--- config.mk ---
export PLATFORM = sky130hd
export DESIGN_NAME = ansi_text_terminal_stream_core_flat
export DESIGN_NICKNAME = d
export VERILOG_FILES = /design/src/hw/rtl/atts_pkg.sv /design/src/hw/rtl/atts_byte_if.sv /design/src/hw/rtl/atts_cmd_if.sv /design/src/hw/rtl/atts_front.sv /design/src/hw/rtl/atts_queue.sv /design/src/hw/rtl/atts_back.sv /design/src/hw/rtl/ansi_text_terminal_stream_core.sv /design/src/flat_wrapper.sv
export SDC_FILE = /design/constraint.sdc
export NUM_CORES = 1
export LEC_CHECK = 0
export BUFFER_PORTS_ARGS = -buffer_cell sky130_fd_sc_hd__buf_2
export CAP_MARGIN = 20
export CORE_MARGIN = 4
export CORE_UTILIZATION = 53
export DETAILED_ROUTE_END_ITERATION = 8
export PLACE_DENSITY = 0.75
export SYNTH_ARGS = -nofsm -noshare
export SYNTH_HDL_FRONTEND = slang
export SYNTH_SLANG_ARGS = --single-unit
--- constraint.sdc ---
create_clock -name clk_i -period 5.3 [get_ports clk_i]
set_input_delay 0.265 -clock clk_i [delete_from_list [all_inputs] [get_ports clk_i]]
set_output_delay 0.265 -clock clk_i [all_outputs]
set_load 0.005 [all_outputs]
--- src/hw/rtl/atts_pkg.sv ---
// Package for the ANSI text terminal stream core: byte codes, parser phases,
// queue entry type and the color palette. No dependencies.
`default_nettype none
package atts_pkg;

  localparam int unsigned ArgLimit = 16;
  localparam int unsigned QDepth   = 2;

  localparam logic [7:0] ByteEsc  = 8'h1B;
  localparam logic [7:0] ByteNl   = 8'h0A;
  localparam logic [7:0] ByteBs   = 8'h08;
  localparam logic [7:0] ByteLbr  = 8'h5B;
  localparam logic [7:0] ByteSemi = 8'h3B;
  localparam logic [7:0] ByteH    = 8'h48;
  localparam logic [7:0] ByteM    = 8'h6D;
  localparam logic [7:0] ByteSpc  = 8'h20;

  localparam logic CfgColumns = 1'b0;
  localparam logic CfgRows    = 1'b1;

  typedef enum logic [1:0] {
    PhIdle = 2'd0,
    PhEsc  = 2'd1,
    PhCsi  = 2'd2,
    PhSkip = 2'd3
  } phase_e;

  // Classified operation handed to the back end
  typedef enum logic [2:0] {
    OpNone,
    OpNewline,
    OpBackspace,
    OpPrint,
    OpHome,
    OpColor
  } op_e;

  typedef struct packed {
    op_e        op;
    logic [7:0] glyph;
    logic [2:0] fg;
    logic [2:0] bg;
  } cmd_t;

  function automatic logic [23:0] palette(input logic [2:0] idx);
    logic [23:0] rgb;
    unique case (idx)
      3'd0: rgb = 24'h1E1E2E;
      3'd1: rgb = 24'hF38BA8;
      3'd2: rgb = 24'hA6E3A1;
      3'd3: rgb = 24'hF9E2AF;
      3'd4: rgb = 24'h89B4FA;
      3'd5: rgb = 24'hCBA6F7;
      3'd6: rgb = 24'h94E2D5;
      default: rgb = 24'hCDD6F4;
    endcase
    return rgb;
  endfunction

endpackage
`default_nettype wire

--- src/hw/rtl/atts_byte_if.sv ---
// Valid/ready channel carrying one stream byte.
// Depends on nothing.
`default_nettype none
interface atts_byte_if;
  logic       valid;
  logic       ready;
  logic [7:0] byte_in;
  modport source (output valid, output byte_in, input ready);
  modport sink   (input valid, input byte_in, output ready);
endinterface
`default_nettype wire

--- src/hw/rtl/atts_cmd_if.sv ---
// Valid/ready channel carrying one terminal command.
// Depends on nothing.
`default_nettype none
interface atts_cmd_if;
  logic        valid;
  logic        ready;
  logic        draw;
  logic        scroll;
  logic [7:0]  column;
  logic [6:0]  row;
  logic [7:0]  glyph;
  logic [23:0] fg_rgb;
  logic [23:0] bg_rgb;
  modport source (output valid, output draw, output scroll, output column, output row,
                  output glyph, output fg_rgb, output bg_rgb, input ready);
  modport sink   (input valid, input draw, input scroll, input column, input row,
                  input glyph, input fg_rgb, input bg_rgb, output ready);
endinterface
`default_nettype wire

--- src/hw/rtl/atts_front.sv ---
// Front end: escape parser and SGR evaluation; emits classified commands.
// Depends on atts_pkg.
`default_nettype none
module atts_front (
  input  wire logic           clk_i,
  input  wire logic           rst_ni,
  input  wire logic           in_valid_i,
  input  wire logic [7:0]     in_byte_i,
  output logic                in_ready_o,
  output logic                cmd_valid_o,
  output atts_pkg::cmd_t      cmd_o,
  input  wire logic           cmd_ready_i
);

  atts_pkg::phase_e phase_q, phase_d;
  logic [3:0] idx_q, idx_d;
  logic [7:0] val_q, val_d;
  logic [2:0] pfg_q, pfg_d, pbg_q, pbg_d;
  logic [2:0] fg_q, fg_d, bg_q, bg_d;
  logic       letter, digit, take;
  logic [2:0] sfg, sbg;
  logic [11:0] mul;

  assign in_ready_o = cmd_ready_i;
  assign take       = in_valid_i && in_ready_o;
  assign letter = (in_byte_i >= 8'h41 && in_byte_i <= 8'h5A) ||
                  (in_byte_i >= 8'h61 && in_byte_i <= 8'h7A);
  assign digit  = in_byte_i >= 8'h30 && in_byte_i <= 8'h39;
  assign mul    = {4'd0, val_q} * 12'd10 + {8'd0, in_byte_i[3:0]};

  // Apply the current argument to the pending colors
  always_comb begin
    sfg = pfg_q;
    sbg = pbg_q;
    if (val_q == 8'd0) begin
      sfg = 3'd7;
      sbg = 3'd0;
    end else if (val_q >= 8'd30 && val_q <= 8'd37) begin
      sfg = 3'(val_q - 8'd30);
    end else if (val_q >= 8'd40 && val_q <= 8'd47) begin
      sbg = 3'(val_q - 8'd40);
    end
  end

  // Parse the byte and classify it
  always_comb begin
    phase_d = phase_q;
    idx_d = idx_q;
    val_d = val_q;
    pfg_d = pfg_q;
    pbg_d = pbg_q;
    fg_d = fg_q;
    bg_d = bg_q;
    cmd_valid_o = 1'b0;
    cmd_o.op = atts_pkg::OpNone;
    cmd_o.glyph = in_byte_i;
    cmd_o.fg = fg_q;
    cmd_o.bg = bg_q;
    if (in_byte_i == atts_pkg::ByteEsc) begin
      phase_d = atts_pkg::PhEsc;
      idx_d = '0;
      val_d = '0;
      pfg_d = fg_q;
      pbg_d = bg_q;
    end else begin
      unique case (phase_q)
        atts_pkg::PhEsc: begin
          if (in_byte_i == atts_pkg::ByteLbr) phase_d = atts_pkg::PhCsi;
          else if (letter) phase_d = atts_pkg::PhIdle;
          else phase_d = atts_pkg::PhSkip;
        end
        atts_pkg::PhSkip: begin
          if (letter) phase_d = atts_pkg::PhIdle;
        end
        atts_pkg::PhCsi: begin
          if (letter) begin
            phase_d = atts_pkg::PhIdle;
            if (in_byte_i == atts_pkg::ByteH) begin
              cmd_valid_o = 1'b1;
              cmd_o.op = atts_pkg::OpHome;
            end else if (in_byte_i == atts_pkg::ByteM) begin
              fg_d = sfg;
              bg_d = sbg;
              cmd_valid_o = 1'b1;
              cmd_o.op = atts_pkg::OpColor;
              cmd_o.fg = sfg;
              cmd_o.bg = sbg;
            end
          end else if (in_byte_i == atts_pkg::ByteSemi) begin
            if (idx_q >= 4'(atts_pkg::ArgLimit - 1)) begin
              phase_d = atts_pkg::PhSkip;
            end else begin
              pfg_d = sfg;
              pbg_d = sbg;
              val_d = '0;
              idx_d = idx_q + 4'd1;
            end
          end else if (digit) begin
            val_d = (mul > 12'd255) ? 8'd255 : mul[7:0];
          end
        end
        default: begin
          cmd_valid_o = 1'b1;
          if (in_byte_i == atts_pkg::ByteNl) cmd_o.op = atts_pkg::OpNewline;
          else if (in_byte_i == atts_pkg::ByteBs) cmd_o.op = atts_pkg::OpBackspace;
          else cmd_o.op = atts_pkg::OpPrint;
        end
      endcase
    end
    cmd_valid_o = cmd_valid_o && in_valid_i;
  end

  // Advance parser state on each accepted byte
  always_ff @(posedge clk_i or negedge rst_ni) begin
    if (!rst_ni) begin
      phase_q <= atts_pkg::PhIdle;
      idx_q <= '0;
      val_q <= '0;
      pfg_q <= 3'd7;
      pbg_q <= 3'd0;
      fg_q <= 3'd7;
      bg_q <= 3'd0;
    end else if (take) begin
      phase_q <= phase_d;
      idx_q <= idx_d;
      val_q <= val_d;
      pfg_q <= pfg_d;
      pbg_q <= pbg_d;
      fg_q <= fg_d;
      bg_q <= bg_d;
    end
  end

  assert property (@(posedge clk_i) disable iff (!rst_ni)
    cmd_valid_o |-> in_valid_i) else $error("command without input");
  assert property (@(posedge clk_i) disable iff (!rst_ni)
    (take && in_byte_i == atts_pkg::ByteEsc) |=> phase_q == atts_pkg::PhEsc)
    else $error("ESC did not start a sequence");
  assert property (@(posedge clk_i) disable iff (!rst_ni)
    (cmd_valid_o && cmd_o.op == atts_pkg::OpPrint) |-> phase_q == atts_pkg::PhIdle)
    else $error("glyph printed inside a sequence");

endmodule
`default_nettype wire

--- src/hw/rtl/atts_queue.sv ---
// Two-entry command queue between front and back end.
// Depends on atts_pkg.
`default_nettype none
module atts_queue (
  input  wire logic           clk_i,
  input  wire logic           rst_ni,
  input  wire logic           wr_valid_i,
  input  wire atts_pkg::cmd_t wr_data_i,
  output logic                wr_ready_o,
  output logic                rd_valid_o,
  output atts_pkg::cmd_t      rd_data_o,
  input  wire logic           rd_ready_i
);

  atts_pkg::cmd_t mem_q [atts_pkg::QDepth];
  logic wp_q, rp_q;
  logic [1:0] cnt_q;
  logic push, pop;

  assign wr_ready_o = cnt_q != 2'(atts_pkg::QDepth);
  assign rd_valid_o = cnt_q != 2'd0;
  assign rd_data_o  = mem_q[rp_q];
  assign push = wr_valid_i && wr_ready_o;
  assign pop  = rd_valid_o && rd_ready_i;

  // Store entries
  always_ff @(posedge clk_i) begin
    if (push) mem_q[wp_q] <= wr_data_i;
  end

  // Advance pointers and count
  always_ff @(posedge clk_i or negedge rst_ni) begin
    if (!rst_ni) begin
      wp_q <= 1'b0;
      rp_q <= 1'b0;
      cnt_q <= '0;
    end else begin
      if (push) wp_q <= ~wp_q;
      if (pop) rp_q <= ~rp_q;
      cnt_q <= cnt_q + 2'(push) - 2'(pop);
    end
  end

  assert property (@(posedge clk_i) disable iff (!rst_ni)
    cnt_q <= 2'(atts_pkg::QDepth)) else $error("queue overflow");
  assert property (@(posedge clk_i) disable iff (!rst_ni)
    (push && !pop) |=> cnt_q == $past(cnt_q) + 2'd1) else $error("count slip");
  assert property (@(posedge clk_i) disable iff (!rst_ni)
    (cnt_q == 2'd0) |-> (wp_q == rp_q)) else $error("pointers diverged");

endmodule
`default_nettype wire

--- src/hw/rtl/atts_back.sv ---
// Back end: cursor movement, wrap and scroll; registered result output.
// Depends on atts_pkg.
`default_nettype none
module atts_back (
  input  wire logic           clk_i,
  input  wire logic           rst_ni,
  input  wire logic           cfg_we_i,
  input  wire logic           cfg_idx_i,
  input  wire logic [8:0]     cfg_data_i,
  input  wire logic           cmd_valid_i,
  input  wire atts_pkg::cmd_t cmd_i,
  output logic                cmd_ready_o,
  output logic                out_valid_o,
  output logic                draw_o,
  output logic                scroll_o,
  output logic [7:0]          column_o,
  output logic [6:0]          row_o,
  output logic [7:0]          glyph_o,
  output logic [23:0]         fg_rgb_o,
  output logic [23:0]         bg_rgb_o,
  input  wire logic           out_ready_i
);

  logic [8:0] cols_q;
  logic [7:0] rows_q;
  logic [7:0] col_q, col_d;
  logic [6:0] row_q, row_d;
  logic [2:0] fg_q, fg_d, bg_q, bg_d;
  logic       ov_q;
  logic       emit, dr, sc;
  logic [7:0] ocol, ogl;
  logic [6:0] orow;
  logic [8:0] clim;
  logic [7:0] rlim;
  logic       take, nl_scroll;

  assign clim = (cols_q > 9'd256) ? 9'd256 : cols_q;
  assign rlim = (rows_q > 8'd128) ? 8'd128 : rows_q;
  assign nl_scroll = ({1'b0, row_q} + 8'd1) >= rlim;
  assign cmd_ready_o = !ov_q || out_ready_i;
  assign take = cmd_valid_i && cmd_ready_o;

  // Execute one command
  always_comb begin
    col_d = col_q;
    row_d = row_q;
    fg_d = fg_q;
    bg_d = bg_q;
    emit = 1'b0;
    dr = 1'b0;
    sc = 1'b0;
    ocol = '0;
    orow = '0;
    ogl = '0;
    unique case (cmd_i.op)
      atts_pkg::OpNewline: begin
        col_d = '0;
        if (nl_scroll) begin
          emit = 1'b1;
          sc = 1'b1;
        end else begin
          row_d = row_q + 7'd1;
        end
      end
      atts_pkg::OpBackspace: begin
        if (col_q != 8'd0) col_d = col_q - 8'd1;
        emit = 1'b1;
        dr = 1'b1;
        ocol = col_d;
        orow = row_q;
        ogl = atts_pkg::ByteSpc;
      end
      atts_pkg::OpPrint: begin
        emit = 1'b1;
        dr = 1'b1;
        ocol = col_q;
        orow = row_q;
        ogl = cmd_i.glyph;
        if (({1'b0, col_q} + 9'd1) >= clim) begin
          col_d = '0;
          if (nl_scroll) sc = 1'b1;
          else row_d = row_q + 7'd1;
        end else begin
          col_d = col_q + 8'd1;
        end
      end
      atts_pkg::OpHome: begin
        col_d = '0;
        row_d = '0;
      end
      atts_pkg::OpColor: begin
        fg_d = cmd_i.fg;
        bg_d = cmd_i.bg;
      end
      default: ;
    endcase
  end

  // Hold cursor, colors and registers
  always_ff @(posedge clk_i or negedge rst_ni) begin
    if (!rst_ni) begin
      cols_q <= 9'd80;
      rows_q <= 8'd25;
      col_q <= '0;
      row_q <= '0;
      fg_q <= 3'd7;
      bg_q <= 3'd0;
      ov_q <= 1'b0;
    end else begin
      if (cfg_we_i && cfg_idx_i == atts_pkg::CfgColumns) cols_q <= cfg_data_i;
      if (cfg_we_i && cfg_idx_i == atts_pkg::CfgRows) rows_q <= cfg_data_i[7:0];
      if (take) begin
        col_q <= col_d;
        row_q <= row_d;
        fg_q <= fg_d;
        bg_q <= bg_d;
      end
      if (take) ov_q <= emit;
      else if (out_ready_i) ov_q <= 1'b0;
    end
  end

  // Output register payload
  always_ff @(posedge clk_i) begin
    if (take && emit) begin
      draw_o <= dr;
      scroll_o <= sc;
      column_o <= ocol;
      row_o <= orow;
      glyph_o <= ogl;
      fg_rgb_o <= atts_pkg::palette(fg_q);
      bg_rgb_o <= atts_pkg::palette(bg_q);
    end
  end

  assign out_valid_o = ov_q;

  assert property (@(posedge clk_i) disable iff (!rst_ni)
    (out_valid_o && !out_ready_i) |-> !cmd_ready_o) else $error("result overwritten");
  assert property (@(posedge clk_i) disable iff (!rst_ni)
    (out_valid_o) |-> (draw_o || scroll_o)) else $error("empty result");
  assert property (@(posedge clk_i) disable iff (!rst_ni)
    (take && cmd_i.op == atts_pkg::OpHome) |=> (col_q == 8'd0 && row_q == 7'd0))
    else $error("home failed");

endmodule
`default_nettype wire

--- src/hw/rtl/ansi_text_terminal_stream_core.sv ---
// Top level of the ANSI text terminal stream core.
// Depends on atts_pkg, atts_byte_if, atts_cmd_if, atts_front, atts_queue, atts_back.
//
// One byte is accepted per cycle while the queue has room. The front end
// classifies the byte into the two-entry queue at the edge that accepts it.
// The back end takes the oldest queued command, executes it and loads the
// output register, from which the result is taken. The sustained rate is one
// byte per cycle while results are taken. A stalled result holds the back
// end, and the input stalls once the queue is full.
// Configuration: cfg_we_i with cfg_idx_i 0 = columns, 1 = rows.
`default_nettype none
module ansi_text_terminal_stream_core (
  input  wire logic       clk_i,
  input  wire logic       rst_ni,
  input  wire logic       cfg_we_i,
  input  wire logic       cfg_idx_i,
  input  wire logic [8:0] cfg_data_i,
  atts_byte_if.sink       in_if,
  atts_cmd_if.source      out_if
);

  logic           f_valid, f_ready, q_valid, q_ready;
  atts_pkg::cmd_t f_cmd, q_cmd;

  atts_front u_front (
    .clk_i, .rst_ni,
    .in_valid_i(in_if.valid), .in_byte_i(in_if.byte_in), .in_ready_o(in_if.ready),
    .cmd_valid_o(f_valid), .cmd_o(f_cmd), .cmd_ready_i(f_ready)
  );

  atts_queue u_queue (
    .clk_i, .rst_ni,
    .wr_valid_i(f_valid), .wr_data_i(f_cmd), .wr_ready_o(f_ready),
    .rd_valid_o(q_valid), .rd_data_o(q_cmd), .rd_ready_i(q_ready)
  );

  atts_back u_back (
    .clk_i, .rst_ni, .cfg_we_i, .cfg_idx_i, .cfg_data_i,
    .cmd_valid_i(q_valid), .cmd_i(q_cmd), .cmd_ready_o(q_ready),
    .out_valid_o(out_if.valid), .draw_o(out_if.draw), .scroll_o(out_if.scroll),
    .column_o(out_if.column), .row_o(out_if.row), .glyph_o(out_if.glyph),
    .fg_rgb_o(out_if.fg_rgb), .bg_rgb_o(out_if.bg_rgb), .out_ready_i(out_if.ready)
  );

endmodule
`default_nettype wire

--- src/flat_wrapper.sv ---
// flat-port wrapper written by rule: the top's interface ports become plain ports
module ansi_text_terminal_stream_core_flat 
  (clk_i, rst_ni, cfg_we_i, cfg_idx_i, cfg_data_i, in_if_valid, in_if_byte_in, in_if_ready, out_if_valid, out_if_draw, out_if_scroll, out_if_column, out_if_row, out_if_glyph, out_if_fg_rgb, out_if_bg_rgb, out_if_ready);
  atts_byte_if in_if_i ();
  atts_cmd_if out_if_i ();
  input  wire logic clk_i;
  input  wire logic rst_ni;
  input  wire logic cfg_we_i;
  input  wire logic cfg_idx_i;
  input  wire logic [8:0] cfg_data_i;
  input wire logic [$bits(in_if_i.valid)-1:0] in_if_valid;
  input wire logic [$bits(in_if_i.byte_in)-1:0] in_if_byte_in;
  output wire logic [$bits(in_if_i.ready)-1:0] in_if_ready;
  output wire logic [$bits(out_if_i.valid)-1:0] out_if_valid;
  output wire logic [$bits(out_if_i.draw)-1:0] out_if_draw;
  output wire logic [$bits(out_if_i.scroll)-1:0] out_if_scroll;
  output wire logic [$bits(out_if_i.column)-1:0] out_if_column;
  output wire logic [$bits(out_if_i.row)-1:0] out_if_row;
  output wire logic [$bits(out_if_i.glyph)-1:0] out_if_glyph;
  output wire logic [$bits(out_if_i.fg_rgb)-1:0] out_if_fg_rgb;
  output wire logic [$bits(out_if_i.bg_rgb)-1:0] out_if_bg_rgb;
  input wire logic [$bits(out_if_i.ready)-1:0] out_if_ready;
  assign in_if_i.valid = in_if_valid;
  assign in_if_i.byte_in = in_if_byte_in;
  assign in_if_ready = in_if_i.ready;
  assign out_if_valid = out_if_i.valid;
  assign out_if_draw = out_if_i.draw;
  assign out_if_scroll = out_if_i.scroll;
  assign out_if_column = out_if_i.column;
  assign out_if_row = out_if_i.row;
  assign out_if_glyph = out_if_i.glyph;
  assign out_if_fg_rgb = out_if_i.fg_rgb;
  assign out_if_bg_rgb = out_if_i.bg_rgb;
  assign out_if_i.ready = out_if_ready;
  ansi_text_terminal_stream_core u_core (.clk_i(clk_i), .rst_ni(rst_ni), .cfg_we_i(cfg_we_i), .cfg_idx_i(cfg_idx_i), .cfg_data_i(cfg_data_i), .in_if(in_if_i), .out_if(out_if_i));
endmodule
==> out/results.txt <==
The tools report the cell area reported after detailed placement as 9310 µm². The tools report the total congestion overflow as 0. The area enclosed by the die boundary is 18600 µm², and the total negative slack for setup checks is 0 ps. The leakage power summed over all cells is 4.09 nW, and the async set or reset register ratio after synthesis is 0.406.

At the later pin of the worst-skew pair, clock insertion delay measures 430 ps. The flow ran to the end, and the final reports show no timing, DRC or antenna violations. The HPWL after detailed placement is 11900 µm. In this run the number of H-tree levels came out at 4. Setup violations remaining at the end of the flow were counted as 0. The tools report the number of inserted diodes as 0. TritonCTS built the clock tree. The initialized floorplan defines 46 standard-cell rows. The total core area came out at 16000 µm². For the via count of the first global-routing pass, the log shows 5673.

The distinct cell type count of the synthesized netlist was 79. Setup repair after global routing left no endpoint under its margin. The proportion of layout cells with a drive suffix above 1 was 0.228; the net count after synthesis was 825.

Number of enable flip-flop cells after synthesis: 101. The slew at the pin closest to its max-slew limit was 1090 ps. The run gives 0.191 as the combined global-route utilization of all metal layers. The run gives 905 as the final net count. The tools report the sequential cell area fraction in the yosys report as 0.548. In the post-synthesis netlist, the biggest area contributors are sky130_fd_sc_hd__edfxtp_1 (35%), sky130_fd_sc_hd__dfrtp_1 (16%), sky130_fd_sc_hd__ha_1 (5.7%). After synthesis the netlist holds a flip-flop and latch count of 170. For the via count of the routed design, the log shows 6013.

The clock drives 170 sinks. After synthesis, the most frequently instantiated cells are sky130_fd_sc_hd__edfxtp_1 (101), sky130_fd_sc_hd__nor2_1 (75), sky130_fd_sc_hd__nand2_1 (60). From synthesis to final layout, the design area changed by 13.7%. For the number of pins exceeding their max-slew limit in the final report, the log shows 0.

The count of input and output buffers is 97. The cell at the root of the clock tree is sky130_fd_sc_hd__clkbuf_16. The critical path in this run is classified as reg2reg.

The post-route clock period utilization came out at 0.661. The floorplan die height was 136 µm; the highest net fanout along the worst path was 58. The logs give 0 for the number of antenna violations at the first check in global routing and 0 for the count of antenna-violating nets left after detailed routing. The first global-routing pass estimated 28300 µm of wire.

Post-synthesis instance area: 8710 µm². The run gives 0.545 as the starting density of the core. The synthesized design spends more area on one cell type than any other, namely sky130_fd_sc_hd__edfxtp_1. Data on the critical path arrives at its endpoint at 3560 ps. Area share of the largest cell type after synthesis: 0.348. A synthesized cell averages 11.5 µm². The required time at the endpoint of the critical path is 5360 ps, and the routed via count divided by cell count is 5.63.

During I/O placement, the number of pins put on the boundary was 98. The path category of the worst min-delay check is in2async. The width of the chip is 136 µm, and the max capacitance violation total is 0.

In this run, CTS created clock tree buffers numbering 17. The cell count after synthesis came out at 760. Clock skew on the completed layout was measured at 9.55 ps. Dividing total power by cell area gives a power density of 566 nW/µm². The count of buffers added by post-CTS timing repair for setup came out at 0. Yosys instantiated no cell more often than sky130_fd_sc_hd__edfxtp_1. The largest net degree at the start of global routing is 70. In the synthesized netlist the dominant register cell turns out to be sky130_fd_sc_hd__edfxtp_1. In this run the deepest clock path goes through 2 buffers. Maximum clock rate: 285 MHz. The tools report the final-report hold violation count as 0.

The detailed router finished its first iteration with 461 violations. The count of synthesis-stage warnings from yosys came out at 0. Clock-pin slew was measured on the worst setup and hold paths at 70 ps.

VDD sags by at most 0.275 mV. In the routed design, unresolved DRC markers number 0. The average wire per cell in the routed design is 15.7 µm. The tools report the endpoint kind of the worst setup timing path as a flip-flop. The clock period could shrink to 3500 ps.

The total wirelength of the detailed-routed design is 16800 µm, and the number of optimization iterations in the first detailed-route pass is 6. The worst setup path is launched from a flip-flop. The congestion estimate from routability-driven global placement came to 0.895. The max-slew headroom at the worst pin was 0.270; the total of hold buffers inserted after clock tree synthesis was 0. For the area of all placed cells without fillers, the log shows 9900 µm². For the number of resized instances in the post-cts repair step, the log shows 0.
## worst paths after layout
path / from / to / slack (ps) / cells past startpoint
min: rst_ni / u_core.u_back.col_q[1]$_DFFE_PN0P_ / 40 / 2
max in group asynchronous: rst_ni / u_core.u_front.bg_q[2]$_DFFE_PN0P_ / 4650 / 2
max: u_core.u_back.row_q[0]$_DFFE_PN0P_ / u_core.u_back.fg_rgb_o[9]$_DFFE_PP_ / 1800 / 12
min reg2reg: u_core.u_front.fg_q[1]$_DFFE_PN1P_ / u_core.u_front.fg_q[1]$_DFFE_PN1P_ / 480 / 2
max reg2reg: u_core.u_back.row_q[0]$_DFFE_PN0P_ / u_core.u_back.fg_rgb_o[9]$_DFFE_PP_ / 1800 / 12
min in group clk_i: cfg_data_i[8] / u_core.u_back.cols_q[8]$_DFFE_PN0P_ / 50 / 3
## registers in the layout, indices dropped and copies added, names as in the netlist, 4 cells and up
signal / flops
u_core.u_queue.mem_q: 34
u_core.u_back.bg_rgb_o: 21
u_core.u_back.fg_rgb_o: 21
u_core.u_back.row_q: 7
u_core.u_front.idx_q: 4
u_core.u_back.rows_q: 8
u_core.u_back.column_o: 8
u_core.u_back.glyph_o: 8
u_core.u_back.cols_q: 9
u_core.u_back.col_q: 8
u_core.u_front.val_q: 8
u_core.u_back.row_o: 7
## power breakdown
part / internal (mW) / switching [mW] / total (mW)
Sequential: 2.05 / 0.357 / 2.41
Clock: 0.667 / 0.543 / 1.21
Combinational: 0.845 / 1.14 / 1.98
## metrics by stage
step / setup WS [ps] / hold slack, ps / util / power, mW / std cells
4_1_cts: 1770 / 33.6 / 0.618 / 5.64 / 1067
6_report: 1800 / 40.4 / 0.619 / 5.60 / 1068
3_5_place_dp: 1850 / 472 / 0.582 / 4.42 / 1036
2_1_floorplan: 135 / -30.6 / - / 3.80 / 760
5_1_grt: 1450 / 69.3 / 0.619 / 6.02 / 1068
3_3_place_gp: 1930 / 461 / 0.582 / 4.38 / 1036
## layout by cell type (no fill, tap or decap), drive strengths merged, types with 3 or more instances in the layout
cell,Yosys,final
nor4b,3,3
or3,5,5
a21o,7,7
a211oi,6,6
mux2i,23,23
clkinvlp,0,3
nor3,15,15
buf,14,103
nand4b,3,3
xnor2,24,24
or4,4,4
nor3b,5,5
nor2b,11,11
clkinv,1,3
inv,24,32
a211o,3,3
and2,8,8
xor2,6,6
mux2,29,29
a21oi,52,52
ha,40,40
nand3b,4,4
nor2,76,76
nand3,15,15
o21ai,46,46
edfxtp,101,101
nor4,7,7
nand4,3,3
and3,10,10
a22o,4,4
clkbuf,28,17
dfstp,14,14
dfrtp,55,55
nand2b,12,12
nand2,60,60
a221o,3,3
## logic make-up (layout without fill, tap and decap cells)
family,after synthesis,in the layout,share of synthesized area
AO/OA/AOI/OAI,149,149,0.110
AND/OR/NAND/NOR,250,250,0.148
multiplexers,52,52,0.0661
flip-flops,170,170,0.548
adder cells (fa/ha/maj),42,42,0.0620
buffers and inverters,67,159,0.0347
XOR/XNOR,30,30,0.0302
## critical path, stage by stage, from the launching register on
cell and delay (ps):
sky130_fd_sc_hd__dfrtp_1 410, sky130_fd_sc_hd__ha_1 230, sky130_fd_sc_hd__nand3_1 170, sky130_fd_sc_hd__nor2_1 170, sky130_fd_sc_hd__xor2_1 240, sky130_fd_sc_hd__ha_1 190
sky130_fd_sc_hd__nand4_1 100, sky130_fd_sc_hd__nor2_1 240, sky130_fd_sc_hd__a2111oi_4 120, sky130_fd_sc_hd__nor2_1 160, sky130_fd_sc_hd__a21oi_1 140, sky130_fd_sc_hd__nor2_4 330
sky130_fd_sc_hd__buf_4 620
## metal layers
layer  global-route usage  wire, µm
met1                0.282      8040
met2                0.292      7590
met3               0.0352       979
met4               0.0532       211
met5                    0         0
## area by class of cell
cell class / count / area (µm²)
fillers: 1281 / 6100
flip-flops and latches: 170 / 4780
multi-input cells: 523 / 3640
repair buffers: 103 / 538
clock buffers: 17 / 425
well taps: 216 / 270
clock inverters: 14 / 158
inverters: 25 / 93.8
Note: power is estimated with default switching activity, not from simulation.
